File: src/sv/hrpd_pkg.sv
// Shared widths, constants and types of the HSV to RGB PWM duty block.
`timescale 1ns / 1ps

package hrpd_pkg;

	localparam int HUE_W = 9;
	localparam int PCT_W = 8;
	localparam int CL_W = 7;
	localparam int WF_W = 6;
	localparam int VS_W = 14;
	localparam int UNIT_W = 20;
	localparam int SCL_W = 24;
	localparam int LVL_W = 8;
	localparam int PER_W = 16;
	localparam int CMP_W = 16;
	localparam int LP_W = LVL_W + PER_W;
	localparam int RCP_W = 25;
	localparam int MUL_W = 49;
	localparam int ADDR_W = 2;
	localparam int DATA_W = 32;

	localparam logic [HUE_W-1:0] HUE_WRAP = HUE_W'(360);
	localparam logic [CL_W-1:0] PCT_MAX = CL_W'(100);
	localparam logic [SCL_W-1:0] UNIT_GAIN = SCL_W'(17);
	localparam logic [RCP_W-1:0] LVL_RECIP = RCP_W'(27487791);
	localparam int LVL_SHIFT = 40;
	localparam logic [RCP_W-1:0] CMP_RECIP = RCP_W'(16843010);
	localparam int CMP_SHIFT = 32;
	localparam logic [PER_W-1:0] PERIOD_RESET = PER_W'(10000);
	localparam logic [ADDR_W-1:0] ADDR_PWM_PERIOD = ADDR_W'(0);

	typedef enum logic [2:0] {
		SEC_RED_YEL,
		SEC_YEL_GRN,
		SEC_GRN_CYN,
		SEC_CYN_BLU,
		SEC_BLU_MAG,
		SEC_MAG_RED
	} sector_t;

	typedef struct packed {
		logic valid;
		logic [LVL_W-1:0] red;
		logic [LVL_W-1:0] green;
		logic [LVL_W-1:0] blue;
	} levels_t;

endpackage

File: src/sv/hrpd_in_if.sv
// Color input channel: hue, saturation and value with a valid/ready handshake.
`timescale 1ns / 1ps

interface hrpd_in_if;
	import hrpd_pkg::*;

	logic valid;
	logic ready;
	logic [HUE_W-1:0] hue_deg;
	logic [PCT_W-1:0] saturation_pct;
	logic [PCT_W-1:0] value_pct;

	modport source(output valid, output hue_deg, output saturation_pct, output value_pct,
		input ready);
	modport sink(input valid, input hue_deg, input saturation_pct, input value_pct,
		output ready);
endinterface

File: src/sv/hrpd_out_if.sv
// Result channel: RGB levels and PWM compare values with a valid/ready handshake.
`timescale 1ns / 1ps

interface hrpd_out_if;
	import hrpd_pkg::*;

	logic valid;
	logic ready;
	logic [LVL_W-1:0] red_level;
	logic [LVL_W-1:0] green_level;
	logic [LVL_W-1:0] blue_level;
	logic [CMP_W-1:0] red_compare;
	logic [CMP_W-1:0] green_compare;
	logic [CMP_W-1:0] blue_compare;

	modport source(output valid, output red_level, output green_level, output blue_level,
		output red_compare, output green_compare, output blue_compare, input ready);
	modport sink(input valid, input red_level, input green_level, input blue_level,
		input red_compare, input green_compare, input blue_compare, output ready);
endinterface

File: src/sv/hsv_to_rgb_pwm_duty.sv
// Top level of the HSV to RGB converter with PWM compare outputs.
`timescale 1ns / 1ps

// Converts one color beat (hue in degrees, saturation and value in percent) into
// 8-bit red, green and blue levels and three PWM compare values level*period/255,
// all with exact integer truncation. Hue of 360 or more is taken as 0 and the
// percentages are clamped to 100. The block is a seven-stage pipeline that takes
// one beat per clock while the output is not stalled; each stage holds its beat
// while the stage after it is full, and bubbles close up under back pressure. The
// PWM period is an APB register at address 0 (reset 10000) and should be changed
// only while the pipeline is empty.
module hsv_to_rgb_pwm_duty (
	input  logic clk,
	input  logic arst_n,
	hrpd_in_if.sink color,
	hrpd_out_if.source duty,
	input  logic psel,
	input  logic penable,
	input  logic pwrite,
	input  logic [hrpd_pkg::ADDR_W-1:0] paddr,
	input  logic [hrpd_pkg::DATA_W-1:0] pwdata,
	output logic [hrpd_pkg::DATA_W-1:0] prdata,
	output logic pready
);
	import hrpd_pkg::*;

	levels_t lv;
	logic pwm_ready;
	logic [PER_W-1:0] pwm_period;

	hrpd_regs u_regs (
		.clk(clk),
		.arst_n(arst_n),
		.psel(psel),
		.penable(penable),
		.pwrite(pwrite),
		.paddr(paddr),
		.pwdata(pwdata),
		.prdata(prdata),
		.pready(pready),
		.pwm_period(pwm_period)
	);

	hrpd_color u_color (
		.clk(clk),
		.arst_n(arst_n),
		.color(color),
		.down_ready(pwm_ready),
		.lv(lv)
	);

	hrpd_pwm u_pwm (
		.clk(clk),
		.arst_n(arst_n),
		.lv(lv),
		.pwm_period(pwm_period),
		.up_ready(pwm_ready),
		.duty(duty)
	);

`ifndef SYNTH
	// The input can only be held off when every stage is full and the output is stalled.
	a_stall_full: assert property (@(posedge clk) disable iff (!arst_n)
		!color.ready |-> (lv.valid && !pwm_ready && duty.valid && !duty.ready))
		else $error("input stalled while the pipeline has room");

	// A beat leaving the level stage while the output is free is registered in stage 6
	// and then in stage 7, the output register, after which the output is valid.
	a_no_loss: assert property (@(posedge clk) disable iff (!arst_n)
		lv.valid && duty.ready |-> ##2 duty.valid)
		else $error("beat lost between level and compare stages");

	// A dark channel always gives a zero compare value.
	a_dark_zero: assert property (@(posedge clk) disable iff (!arst_n)
		duty.valid && (duty.red_level == '0 || duty.green_level == '0
		|| duty.blue_level == '0) |->
		((duty.red_level != '0 || duty.red_compare == '0)
		&& (duty.green_level != '0 || duty.green_compare == '0)
		&& (duty.blue_level != '0 || duty.blue_compare == '0)))
		else $error("nonzero compare value for a dark channel");
`endif
endmodule

File: src/sv/hrpd_regs.sv
// APB register file holding the PWM period.
`timescale 1ns / 1ps

module hrpd_regs (
	input  logic clk,
	input  logic arst_n,
	input  logic psel,
	input  logic penable,
	input  logic pwrite,
	input  logic [hrpd_pkg::ADDR_W-1:0] paddr,
	input  logic [hrpd_pkg::DATA_W-1:0] pwdata,
	output logic [hrpd_pkg::DATA_W-1:0] prdata,
	output logic pready,
	output logic [hrpd_pkg::PER_W-1:0] pwm_period
);
	import hrpd_pkg::*;

	logic [PER_W-1:0] period_q;

	always_ff @(posedge clk or negedge arst_n) begin
		if (!arst_n) begin
			period_q <= PERIOD_RESET;
		end else if (psel && penable && pwrite && paddr == ADDR_PWM_PERIOD) begin
			period_q <= pwdata[PER_W-1:0];
		end
	end

	assign pready = 1'b1;
	assign prdata = (paddr == ADDR_PWM_PERIOD) ? DATA_W'(period_q) : '0;
	assign pwm_period = period_q;
endmodule

File: src/sv/hrpd_color.sv
// Five-stage pipeline from hue, saturation and value to 8-bit RGB levels.
`timescale 1ns / 1ps

module hrpd_color (
	input  logic clk,
	input  logic arst_n,
	hrpd_in_if.sink color,
	input  logic down_ready,
	output hrpd_pkg::levels_t lv
);
	import hrpd_pkg::*;

	logic en1, en2, en3, en4, en5;
	logic v1_s1, v2_s2, v3_s3, v4_s4, v5_s5;

	// Stage 1: wrap, clamp and sector decode.
	logic [HUE_W-1:0] hue_w;
	logic [CL_W-1:0] hm, hdist;
	sector_t sec;
	sector_t sec_s1, sec_s2, sec_s3;
	logic [WF_W-1:0] wf_s1, wf_s2;
	logic [CL_W-1:0] sat_s1, val_s1;

	// Stage 2.
	logic [VS_W-1:0] vs_s2, v100_s2;

	// Stage 3.
	logic [UNIT_W-1:0] c_s3, x_s3, m_s3;

	// Stage 4.
	logic [UNIT_W-1:0] ch_r, ch_g, ch_b;
	logic [SCL_W-1:0] n_r_s4, n_g_s4, n_b_s4;

	// Stage 5.
	logic [MUL_W-1:0] p_r, p_g, p_b;
	logic [LVL_W-1:0] r_s5, g_s5, b_s5;

	assign en5 = !v5_s5 || down_ready;
	assign en4 = !v4_s4 || en5;
	assign en3 = !v3_s3 || en4;
	assign en2 = !v2_s2 || en3;
	assign en1 = !v1_s1 || en2;
	assign color.ready = en1;

	always_comb begin
		hue_w = (color.hue_deg >= HUE_WRAP) ? '0 : color.hue_deg;
		priority if (hue_w < HUE_W'(60)) begin
			sec = SEC_RED_YEL;
			hm = hue_w[CL_W-1:0];
		end else if (hue_w < HUE_W'(120)) begin
			sec = SEC_YEL_GRN;
			hm = hue_w[CL_W-1:0];
		end else if (hue_w < HUE_W'(180)) begin
			sec = SEC_GRN_CYN;
			hm = CL_W'(hue_w - HUE_W'(120));
		end else if (hue_w < HUE_W'(240)) begin
			sec = SEC_CYN_BLU;
			hm = CL_W'(hue_w - HUE_W'(120));
		end else if (hue_w < HUE_W'(300)) begin
			sec = SEC_BLU_MAG;
			hm = CL_W'(hue_w - HUE_W'(240));
		end else begin
			sec = SEC_MAG_RED;
			hm = CL_W'(hue_w - HUE_W'(240));
		end
		hdist = (hm >= CL_W'(60)) ? hm - CL_W'(60) : CL_W'(60) - hm;
	end

	always_comb begin
		ch_r = '0;
		ch_g = '0;
		ch_b = '0;
		unique case (sec_s3)
			SEC_RED_YEL: begin
				ch_r = c_s3;
				ch_g = x_s3;
			end
			SEC_YEL_GRN: begin
				ch_r = x_s3;
				ch_g = c_s3;
			end
			SEC_GRN_CYN: begin
				ch_g = c_s3;
				ch_b = x_s3;
			end
			SEC_CYN_BLU: begin
				ch_g = x_s3;
				ch_b = c_s3;
			end
			SEC_BLU_MAG: begin
				ch_r = x_s3;
				ch_b = c_s3;
			end
			default: begin
				ch_r = c_s3;
				ch_b = x_s3;
			end
		endcase
	end

	assign p_r = MUL_W'(n_r_s4) * MUL_W'(LVL_RECIP);
	assign p_g = MUL_W'(n_g_s4) * MUL_W'(LVL_RECIP);
	assign p_b = MUL_W'(n_b_s4) * MUL_W'(LVL_RECIP);

	always_ff @(posedge clk or negedge arst_n) begin
		if (!arst_n) begin
			v1_s1 <= 1'b0;
			v2_s2 <= 1'b0;
			v3_s3 <= 1'b0;
			v4_s4 <= 1'b0;
			v5_s5 <= 1'b0;
		end else begin
			if (en1) v1_s1 <= color.valid;
			if (en2) v2_s2 <= v1_s1;
			if (en3) v3_s3 <= v2_s2;
			if (en4) v4_s4 <= v3_s3;
			if (en5) v5_s5 <= v4_s4;
		end
	end

	always_ff @(posedge clk) begin
		if (en1) begin
			sec_s1 <= sec;
			wf_s1 <= WF_W'(CL_W'(60) - hdist);
			sat_s1 <= (color.saturation_pct > PCT_W'(PCT_MAX)) ? PCT_MAX
				: color.saturation_pct[CL_W-1:0];
			val_s1 <= (color.value_pct > PCT_W'(PCT_MAX)) ? PCT_MAX
				: color.value_pct[CL_W-1:0];
		end
		if (en2) begin
			sec_s2 <= sec_s1;
			wf_s2 <= wf_s1;
			vs_s2 <= VS_W'(val_s1) * VS_W'(sat_s1);
			v100_s2 <= VS_W'(val_s1) * VS_W'(PCT_MAX);
		end
		if (en3) begin
			sec_s3 <= sec_s2;
			c_s3 <= UNIT_W'(vs_s2) * UNIT_W'(60);
			x_s3 <= UNIT_W'(vs_s2) * UNIT_W'(wf_s2);
			m_s3 <= UNIT_W'(v100_s2 - vs_s2) * UNIT_W'(60);
		end
		if (en4) begin
			n_r_s4 <= SCL_W'(ch_r + m_s3) * UNIT_GAIN;
			n_g_s4 <= SCL_W'(ch_g + m_s3) * UNIT_GAIN;
			n_b_s4 <= SCL_W'(ch_b + m_s3) * UNIT_GAIN;
		end
		if (en5) begin
			r_s5 <= LVL_W'(p_r >> LVL_SHIFT);
			g_s5 <= LVL_W'(p_g >> LVL_SHIFT);
			b_s5 <= LVL_W'(p_b >> LVL_SHIFT);
		end
	end

	assign lv.valid = v5_s5;
	assign lv.red = r_s5;
	assign lv.green = g_s5;
	assign lv.blue = b_s5;
endmodule

File: src/sv/hrpd_pwm.sv
// Two-stage pipeline scaling RGB levels to PWM compare values.
`timescale 1ns / 1ps

module hrpd_pwm (
	input  logic clk,
	input  logic arst_n,
	input  hrpd_pkg::levels_t lv,
	input  logic [hrpd_pkg::PER_W-1:0] pwm_period,
	output logic up_ready,
	hrpd_out_if.source duty
);
	import hrpd_pkg::*;

	logic en6, en7;
	logic v6_s6, v7_s7;
	logic [LVL_W-1:0] r_s6, g_s6, b_s6, r_s7, g_s7, b_s7;
	logic [LP_W-1:0] pr_s6, pg_s6, pb_s6;
	logic [MUL_W-1:0] q_r, q_g, q_b;
	logic [CMP_W-1:0] cr_s7, cg_s7, cb_s7;

	assign en7 = !v7_s7 || duty.ready;
	assign en6 = !v6_s6 || en7;
	assign up_ready = en6;

	assign q_r = MUL_W'(pr_s6) * MUL_W'(CMP_RECIP);
	assign q_g = MUL_W'(pg_s6) * MUL_W'(CMP_RECIP);
	assign q_b = MUL_W'(pb_s6) * MUL_W'(CMP_RECIP);

	always_ff @(posedge clk or negedge arst_n) begin
		if (!arst_n) begin
			v6_s6 <= 1'b0;
			v7_s7 <= 1'b0;
		end else begin
			if (en6) v6_s6 <= lv.valid;
			if (en7) v7_s7 <= v6_s6;
		end
	end

	always_ff @(posedge clk) begin
		if (en6) begin
			r_s6 <= lv.red;
			g_s6 <= lv.green;
			b_s6 <= lv.blue;
			pr_s6 <= LP_W'(lv.red) * LP_W'(pwm_period);
			pg_s6 <= LP_W'(lv.green) * LP_W'(pwm_period);
			pb_s6 <= LP_W'(lv.blue) * LP_W'(pwm_period);
		end
		if (en7) begin
			r_s7 <= r_s6;
			g_s7 <= g_s6;
			b_s7 <= b_s6;
			cr_s7 <= CMP_W'(q_r >> CMP_SHIFT);
			cg_s7 <= CMP_W'(q_g >> CMP_SHIFT);
			cb_s7 <= CMP_W'(q_b >> CMP_SHIFT);
		end
	end

	assign duty.valid = v7_s7;
	assign duty.red_level = r_s7;
	assign duty.green_level = g_s7;
	assign duty.blue_level = b_s7;
	assign duty.red_compare = cr_s7;
	assign duty.green_compare = cg_s7;
	assign duty.blue_compare = cb_s7;
endmodule
File: src/flat_wrapper.sv
// flat-port wrapper written by rule: the top's interface ports become plain ports
module hsv_to_rgb_pwm_duty_flat import hrpd_pkg::*;
  (clk, arst_n, psel, penable, pwrite, paddr, pwdata, prdata, pready, color_valid, color_hue_deg, color_saturation_pct, color_value_pct, color_ready, duty_valid, duty_red_level, duty_green_level, duty_blue_level, duty_red_compare, duty_green_compare, duty_blue_compare, duty_ready);
  hrpd_in_if color_i ();
  hrpd_out_if duty_i ();
  input  logic clk;
  input  logic arst_n;
  input  logic psel;
  input  logic penable;
  input  logic pwrite;
  input  logic [hrpd_pkg::ADDR_W-1:0] paddr;
  input  logic [hrpd_pkg::DATA_W-1:0] pwdata;
  output logic [hrpd_pkg::DATA_W-1:0] prdata;
  output logic pready;
  input wire logic [$bits(color_i.valid)-1:0] color_valid;
  input wire logic [$bits(color_i.hue_deg)-1:0] color_hue_deg;
  input wire logic [$bits(color_i.saturation_pct)-1:0] color_saturation_pct;
  input wire logic [$bits(color_i.value_pct)-1:0] color_value_pct;
  output wire logic [$bits(color_i.ready)-1:0] color_ready;
  output wire logic [$bits(duty_i.valid)-1:0] duty_valid;
  output wire logic [$bits(duty_i.red_level)-1:0] duty_red_level;
  output wire logic [$bits(duty_i.green_level)-1:0] duty_green_level;
  output wire logic [$bits(duty_i.blue_level)-1:0] duty_blue_level;
  output wire logic [$bits(duty_i.red_compare)-1:0] duty_red_compare;
  output wire logic [$bits(duty_i.green_compare)-1:0] duty_green_compare;
  output wire logic [$bits(duty_i.blue_compare)-1:0] duty_blue_compare;
  input wire logic [$bits(duty_i.ready)-1:0] duty_ready;
  assign color_i.valid = color_valid;
  assign color_i.hue_deg = color_hue_deg;
  assign color_i.saturation_pct = color_saturation_pct;
  assign color_i.value_pct = color_value_pct;
  assign color_ready = color_i.ready;
  assign duty_valid = duty_i.valid;
  assign duty_red_level = duty_i.red_level;
  assign duty_green_level = duty_i.green_level;
  assign duty_blue_level = duty_i.blue_level;
  assign duty_red_compare = duty_i.red_compare;
  assign duty_green_compare = duty_i.green_compare;
  assign duty_blue_compare = duty_i.blue_compare;
  assign duty_i.ready = duty_ready;
  hsv_to_rgb_pwm_duty u_core (.clk(clk), .arst_n(arst_n), .color(color_i), .duty(duty_i), .psel(psel), .penable(penable), .pwrite(pwrite), .paddr(paddr), .pwdata(pwdata), .prdata(prdata), .pready(pready));
endmodule
File: config.mk
export PLATFORM = sky130hd
export DESIGN_NAME = hsv_to_rgb_pwm_duty_flat
export DESIGN_NICKNAME = d
export VERILOG_FILES = /design/src/sv/hrpd_pkg.sv /design/src/sv/hrpd_in_if.sv /design/src/sv/hrpd_out_if.sv /design/src/sv/hsv_to_rgb_pwm_duty.sv /design/src/sv/hrpd_regs.sv /design/src/sv/hrpd_color.sv /design/src/sv/hrpd_pwm.sv /design/src/flat_wrapper.sv
export SDC_FILE = /design/constraint.sdc
export NUM_CORES = 2
export LEC_CHECK = 0
export BUFFER_PORTS_ARGS = -buffer_cell sky130_fd_sc_hd__buf_2
export CORE_MARGIN = 5
export CORE_UTILIZATION = 65
export CTS_CLUSTER_DIAMETER = 120
export CTS_CLUSTER_SIZE = 28
export DETAILED_ROUTE_END_ITERATION = 10
export PLACE_DENSITY_LB_ADDON = 0.1
export REMOVE_ABC_BUFFERS = 1
export SLEW_MARGIN = 40
export SYNTH_ARGS = -nofsm -noshare
export SYNTH_HDL_FRONTEND = slang
export SYNTH_SLANG_ARGS = --single-unit
File: constraint.sdc
create_clock -name clk -period 19.4 [get_ports clk]
set_input_delay 0.97 -clock clk [delete_from_list [all_inputs] [get_ports clk]]
set_output_delay 0.97 -clock clk [all_outputs]
set_load 0.03 [all_outputs]
== After elaboration in Yosys (flattened, before gate mapping) ==
Index checks and enable logic that the tools add are counted.
Operators by class
  $add $sub $neg: 9
  multiply operators: 17
  divide/modulo/power cells: 0
  $lt $le $gt $ge: 9
  equality and inequality tests: 4
  shift operators: 0
  multiplexer cells: 14
  bitwise gates (word level): 0
  reduce and logical (&&, ||, !) cells: 27
Operators by type and width (number)
  multiplier 24 x 25 -> 48 bit, second input constant: 3
  multiplier 24 x 24 -> 47 bit, second input constant: 3
  one-hot mux 20 bit (2 select lines): 3
  multiplier 21 x 5 -> 24 bit, second input constant: 3
  multiplier 8 x 16 -> 24 bit: 3
  adder 20 x 20 -> 21 bit: 3
  two-way mux 7 bit: 4
  multiplier 14 x 6 -> 20 bit: 1
  multiplier 20 x 4 -> 18 bit, second input constant: 1
  < comparator 9 x 8 -> 1 bit, second input constant: 2
  multiplier 14 x 4 -> 18 bit, second input constant: 1
  greater-than comparator 8 x 7 -> 1 bit, second input constant: 2
  two-way mux 16 bit: 1
  subtractor 14 x 14 -> 15 bit: 1
  multiplier 7 x 7 -> 14 bit: 1
  OR reduction 2 bit: 7
  subtractor 7 bit, second input constant: 2
  multiplier 7 x 5 -> 12 bit, second input constant: 1
  subtractor 6 bit, first input constant: 2
  >= comparator 9 bit, second input constant: 1
  < comparator 9 x 6 -> 1 bit, second input constant: 1
  < comparator 9 x 7 -> 1 bit, second input constant: 1
  < comparator 9 bit, second input constant: 1
  two-way mux 9 bit: 1
  other kinds (14): 31
Storage, ports and cells
  register bits after elaboration: 404
  latch bits: 0
  memory bits (writable): 0
  memory bits (read-only): 0
  bits of input ports: 66
  logic and storage cells: 120
  memories kept: 0

== Logic depth before layout (Yosys ltp) ==
  word-level depth: 10
  mapped depth: 27
  depth with buffers taken out: 24

== By module ==
From an unflattened synthesis, not the netlist that was laid out.
Unflattened totals
  cells, all modules: 7664
  area, all modules: 79032.0 um^2
By module, submodules not included
  hrpd_color: times used 1, cells an instance 4904, area each 50688.6 um^2, sequential area each 6491.2 um^2
  hrpd_pwm: times used 1, cells an instance 2688, area each 27426.3 um^2, sequential area each 5094.9 um^2
  hrpd_regs: times used 1, cells an instance 72, area each 917.1 um^2, sequential area each 406.6 um^2

== Worst setup path after synthesis ==
No wires, ideal clock.
  path type: register -> register
  start: register u_core.u_color.n_r_s4[2]
  end: register u_core.u_color.r_s5[7] (data pin)
  library setup time: 260 ps
  arrival: 6392 ps
  required time: 19140 ps
  slack: 12748 ps
  stages on the path, launching flop included: 25
  buffers on the path: 0
  period minus slack after synthesis: 6652 ps
  cell sequence: edfxtp_1 ha_1 inv_1 fa_1 fa_1 inv_1 fa_1 inv_1 fa_1 inv_1 fa_1 inv_1 fa_1 inv_1 ha_1 a21o_1 a221oi_1 o221a_1 o211ai_1 o2111ai_1 a311oi_1 a311o_1 a21o_1 a21oi_1 xnor2_1
Between the ends
  longest elaborated chain between the ends: 1
RTL lines
  from (decl): line hrpd_color.sv:32  | logic [SCL_W-1:0] n_r_s4, n_g_s4, n_b_s4;
  from (signal assigned): line hrpd_color.sv:143  | n_r_s4 <= SCL_W'(ch_r + m_s3) * UNIT_GAIN;
  multiplier 24 x 25 -> 48 bit: line hrpd_color.sv:101  | assign p_r = MUL_W'(n_r_s4) * MUL_W'(LVL_RECIP);
  named net u_core.u_color.p_r[47]: line hrpd_color.sv:35  | logic [MUL_W-1:0] p_r, p_g, p_b;
  to (signal assigned): line hrpd_color.sv:148  | r_s5 <= LVL_W'(p_r >> LVL_SHIFT);
  to (decl): line hrpd_color.sv:36  | logic [LVL_W-1:0] r_s5, g_s5, b_s5;
The timed path passes the listed nets, and every way through them passes these cells.
A chain may end at the register's enable or synchronous reset.

== Worst setup path in the final report ==
  start: register u_core.u_color.n_b_s4[12]
  end: register u_core.u_color.b_s5[7] (data pin)
Between the ends
  longest elaborated chain between the ends: 1
RTL lines
  from (decl): line hrpd_color.sv:32
  from (signal assigned): line hrpd_color.sv:145  | n_b_s4 <= SCL_W'(ch_b + m_s3) * UNIT_GAIN;
  multiplier 24 x 25 -> 48 bit: line hrpd_color.sv:103  | assign p_b = MUL_W'(n_b_s4) * MUL_W'(LVL_RECIP);
  named net u_core.u_color.p_b[47]: line hrpd_color.sv:35
  to (signal assigned): line hrpd_color.sv:150  | b_s5 <= LVL_W'(p_b >> LVL_SHIFT);
  to (decl): line hrpd_color.sv:36
The timed path passes the listed nets, and every way through them passes these cells.

==> reports/metrics.yaml <==
sta:
  fmax_mhz: 120
  worst_slew_pin_slew_ps: 818
  finalCritPeriodShare_pct: 42.9
  period_minus_slack_ps: 8320
  finalHoldWorstSlack_ps: 360
  rsz0062_at_grt: "no"
  drv_slew: 0
  final_hold_viol_count: 0
  finalSetupViolCount: 0
  fin_skew_ps: 35.7
  setup_tns_ps: 0
  slew_headroom_pct: 45.5
clock_network:
  cts_buffers: 21
  cts.path.max_buffers: 3
  clkLatencyLatePin_ps: 620
  cts_setup_buffers: 0
  clk_pin_slew_ps: 110
  ctsHoldBuffers: 0
  clock-sinks: 403
  cts-root-buf: "clkbuf_16"
  cts_tree: "done"
  cts_htree_levels: 1
  cts_resized: 0
global_routing:
  grt_use_met2_pct: 47.7
  grt_util_met1_pct: 37.4
  grt_antenna_before_repair: 0
  grt_busiest_layer: "met2"
  grtUsageTotal_pct: 27.5
  grt_max_degree: 73
  grt-ovfl-total: 0
  grt_pass1_wl_mm: 280
  first_global_vias: 55069
  met3_usage_pct: 3.05
placement:
  dpl.cell_count: 9216
  place_area_um2: 80300
  port_buffers: 139
  dp_hpwl_mm: 147
  gp_congestion: 0.964
critical_path:
  critPathBufInv: 4
  crit_family: "adder cells"
  slowest_delay_ps: 680
  crit_chain: "fa_1, fa_1, inv_1, fa_1, inv_1, fa_1, fa_1, fa_1, inv_1, fa_1, inv_1, ha_1, nand3_1, nor4_1, nand2_1, o41ai_1, o21ai_0, o21ai_0, a31oi_1, a21oi_1, a21oi_1, xnor2_1"
  cp-start-kind: "flip-flop"
  crit_path_start: "u_core.u_color.n_b_s4[12]"
  endpoint_kind: "flip-flop"
  crit_top_cell: "fa_1"
  cp_max_fo: 6
  cp.required_ps: 19760
  worstSetupPathType: "reg2reg"
  r2r_start: "u_core.u_color.n_b_s4[12]"
  slowest_stage: "fa_1"
  cp_data_arrival_time_ps: 8680
floorplanning:
  ioPinCount: 173
  die_y_um: 356
  rows: 126
  core-area_um2: 118000
  die_area_um2: 127000
  start_util_pct: 65.7
  fp.dieW_um: 356
yosys:
  ys.flop_type: "edfxtp_1"
  synthCells: 7538
  synth_seq_area_share_pct: 15.4
  synthDistinctLibCells: 82
  synth_area_per_cell_um2: 10.3
  yosysWarningCount: 0
  yosys.area.top_type_share_pct: 29.9
  syn_area_um2: 77800
  ys_seq_elements: 403
  ys_async_sr_fraction_pct: 5.71
  yosysTopAreaCell: "fa_1"
  synth-edff-count: 380
  ys_top_cells_by_area: "fa_1 30%, ha_1 27%, edfxtp_1 15%"
finish:
  diodes: 0
  final_common_cell: "inv_1"
  drive_above_1_share_pct: 3.66
  nNetsFinal: 10532
  fin_area_um2: 81000
  final_cell_mix: "1,848 x inv_1, 1,664 x ha_1, 1,163 x fa_1, 440 x nand2_1, 380 x edfxtp_1"
  finalNonFillerCells: 9254
  n_fill_cell: 9149
  synthToLayoutAreaGrowth_pct: 4.16
drt:
  ant_nets: 0
  dr.pass1.iters: 5
  vias: 51733
  drt-initial-drc-count: 2834
  drt_wl_total_mm: 170
  viasPerCell: 5.59
  wl_per_cell_um: 18.3
  route.detailed.drc: 0
worst_hold_path:
  hold_path_class: "in2async"
flow_run:
  max_cap_violations: 0
status:
  status: "complete, no violations"
Yosys cell counts, types with 8 or more instances:
library cell  number
a2111oi_0          8
a211o_1            8
a211oi_1          37
a21o_1           108
a21oi_1          216
a221oi_1           8
a22o_1            39
a31o_2            10
a31oi_1           27
and2_1           278
and3_1            28
buf_4             20
clkbuf_1          80
dfrtp_1           18
edfxtp_1         380
fa_1            1163
ha_1            1664
inv_1           1850
mux2_2            17
nand2_1          442
nand2b_1          34
nand3_1           76
nand4_1           31
nor2_1           182
nor2b_1           39
nor3_1            69
o2111ai_1         11
o211ai_1          19
o21a_1            35
o21ai_0          127
o21bai_1          41
o31ai_1           12
o41ai_1            8
or2_2             26
or3_1             23
xnor2_1          220
xor2_1            89
sequential cells by signal, indices dropped and copies added (netlist names), 12 cells and up:
register,flops
u_core.u_pwm.duty.blue_compare,16
u_core.u_regs.pwm_period,16
u_core.u_color.v100_s2,12
u_core.u_color.c_s3,17
u_core.u_pwm.pg_s6,24
u_core.u_color.n_r_s4,24
u_core.u_pwm.duty.red_compare,16
u_core.u_pwm.pr_s6,24
u_core.u_color.vs_s2,14
u_core.u_color.m_s3,18
u_core.u_color.x_s3,20
u_core.u_color.n_g_s4,24
u_core.u_pwm.pb_s6,24
u_core.u_pwm.duty.green_compare,16
u_core.u_color.n_b_s4,24
area by class of cell:
type	instances	area [um2]	area share, %
Inverter	1851	6950	8.58
Clock inverter	10	153	0.188
Timing Repair Buffer	164	891	1.10
Tap cell	1600	2000	2.47
Clock buffer	28	562	0.694
Sequential cell	403	12000	14.8
Multi-Input combinational cell	5198	58400	72.2
worst paths after layout:
kind                                             endpoint  slack [ps]  cells after the start
max                                u_core.u_color.b_s5[7]       11080                     22
min                                    u_core.u_pwm.v6_s6         360                      1
max reg2reg                        u_core.u_color.b_s5[7]       11080                     22
min reg2reg                u_core.u_pwm.duty.red_level[3]         420                      0
max in group asynchronous     u_core.u_regs.pwm_period[3]       18580                      1
min in group clk           u_core.u_pwm.duty.red_level[3]         420                      0
metrics by stage:
stage               util [%]  worst slack, ps
CTS                     68.4            11080
detailed placement      67.8            11170
global placement        67.8            11230
global route            68.4            10630
floorplan                  -            12750
finish                  68.4            11080
layer usage:
metal  vias up  wire length, um
met5         -                0
met4         0             4580
met3       255             8740
met2      1239            82800
met1     25866            73600
li1      24373                -
cell families after synthesis:
family,synth area share (%)
AND/OR/NAND/NOR,7.80
AO/OA/AOI/OAI,6.65
flip-flops,15.4
buffers and inverters,9.52
adder cells (fa/ha/maj),56.7
multiplexers,0.373
other,0.00966
XOR/XNOR,3.51
Power is left out: the tool's default activity adds up to more than one toggle a clock period on the data nets, which glitch-free logic cannot reach.
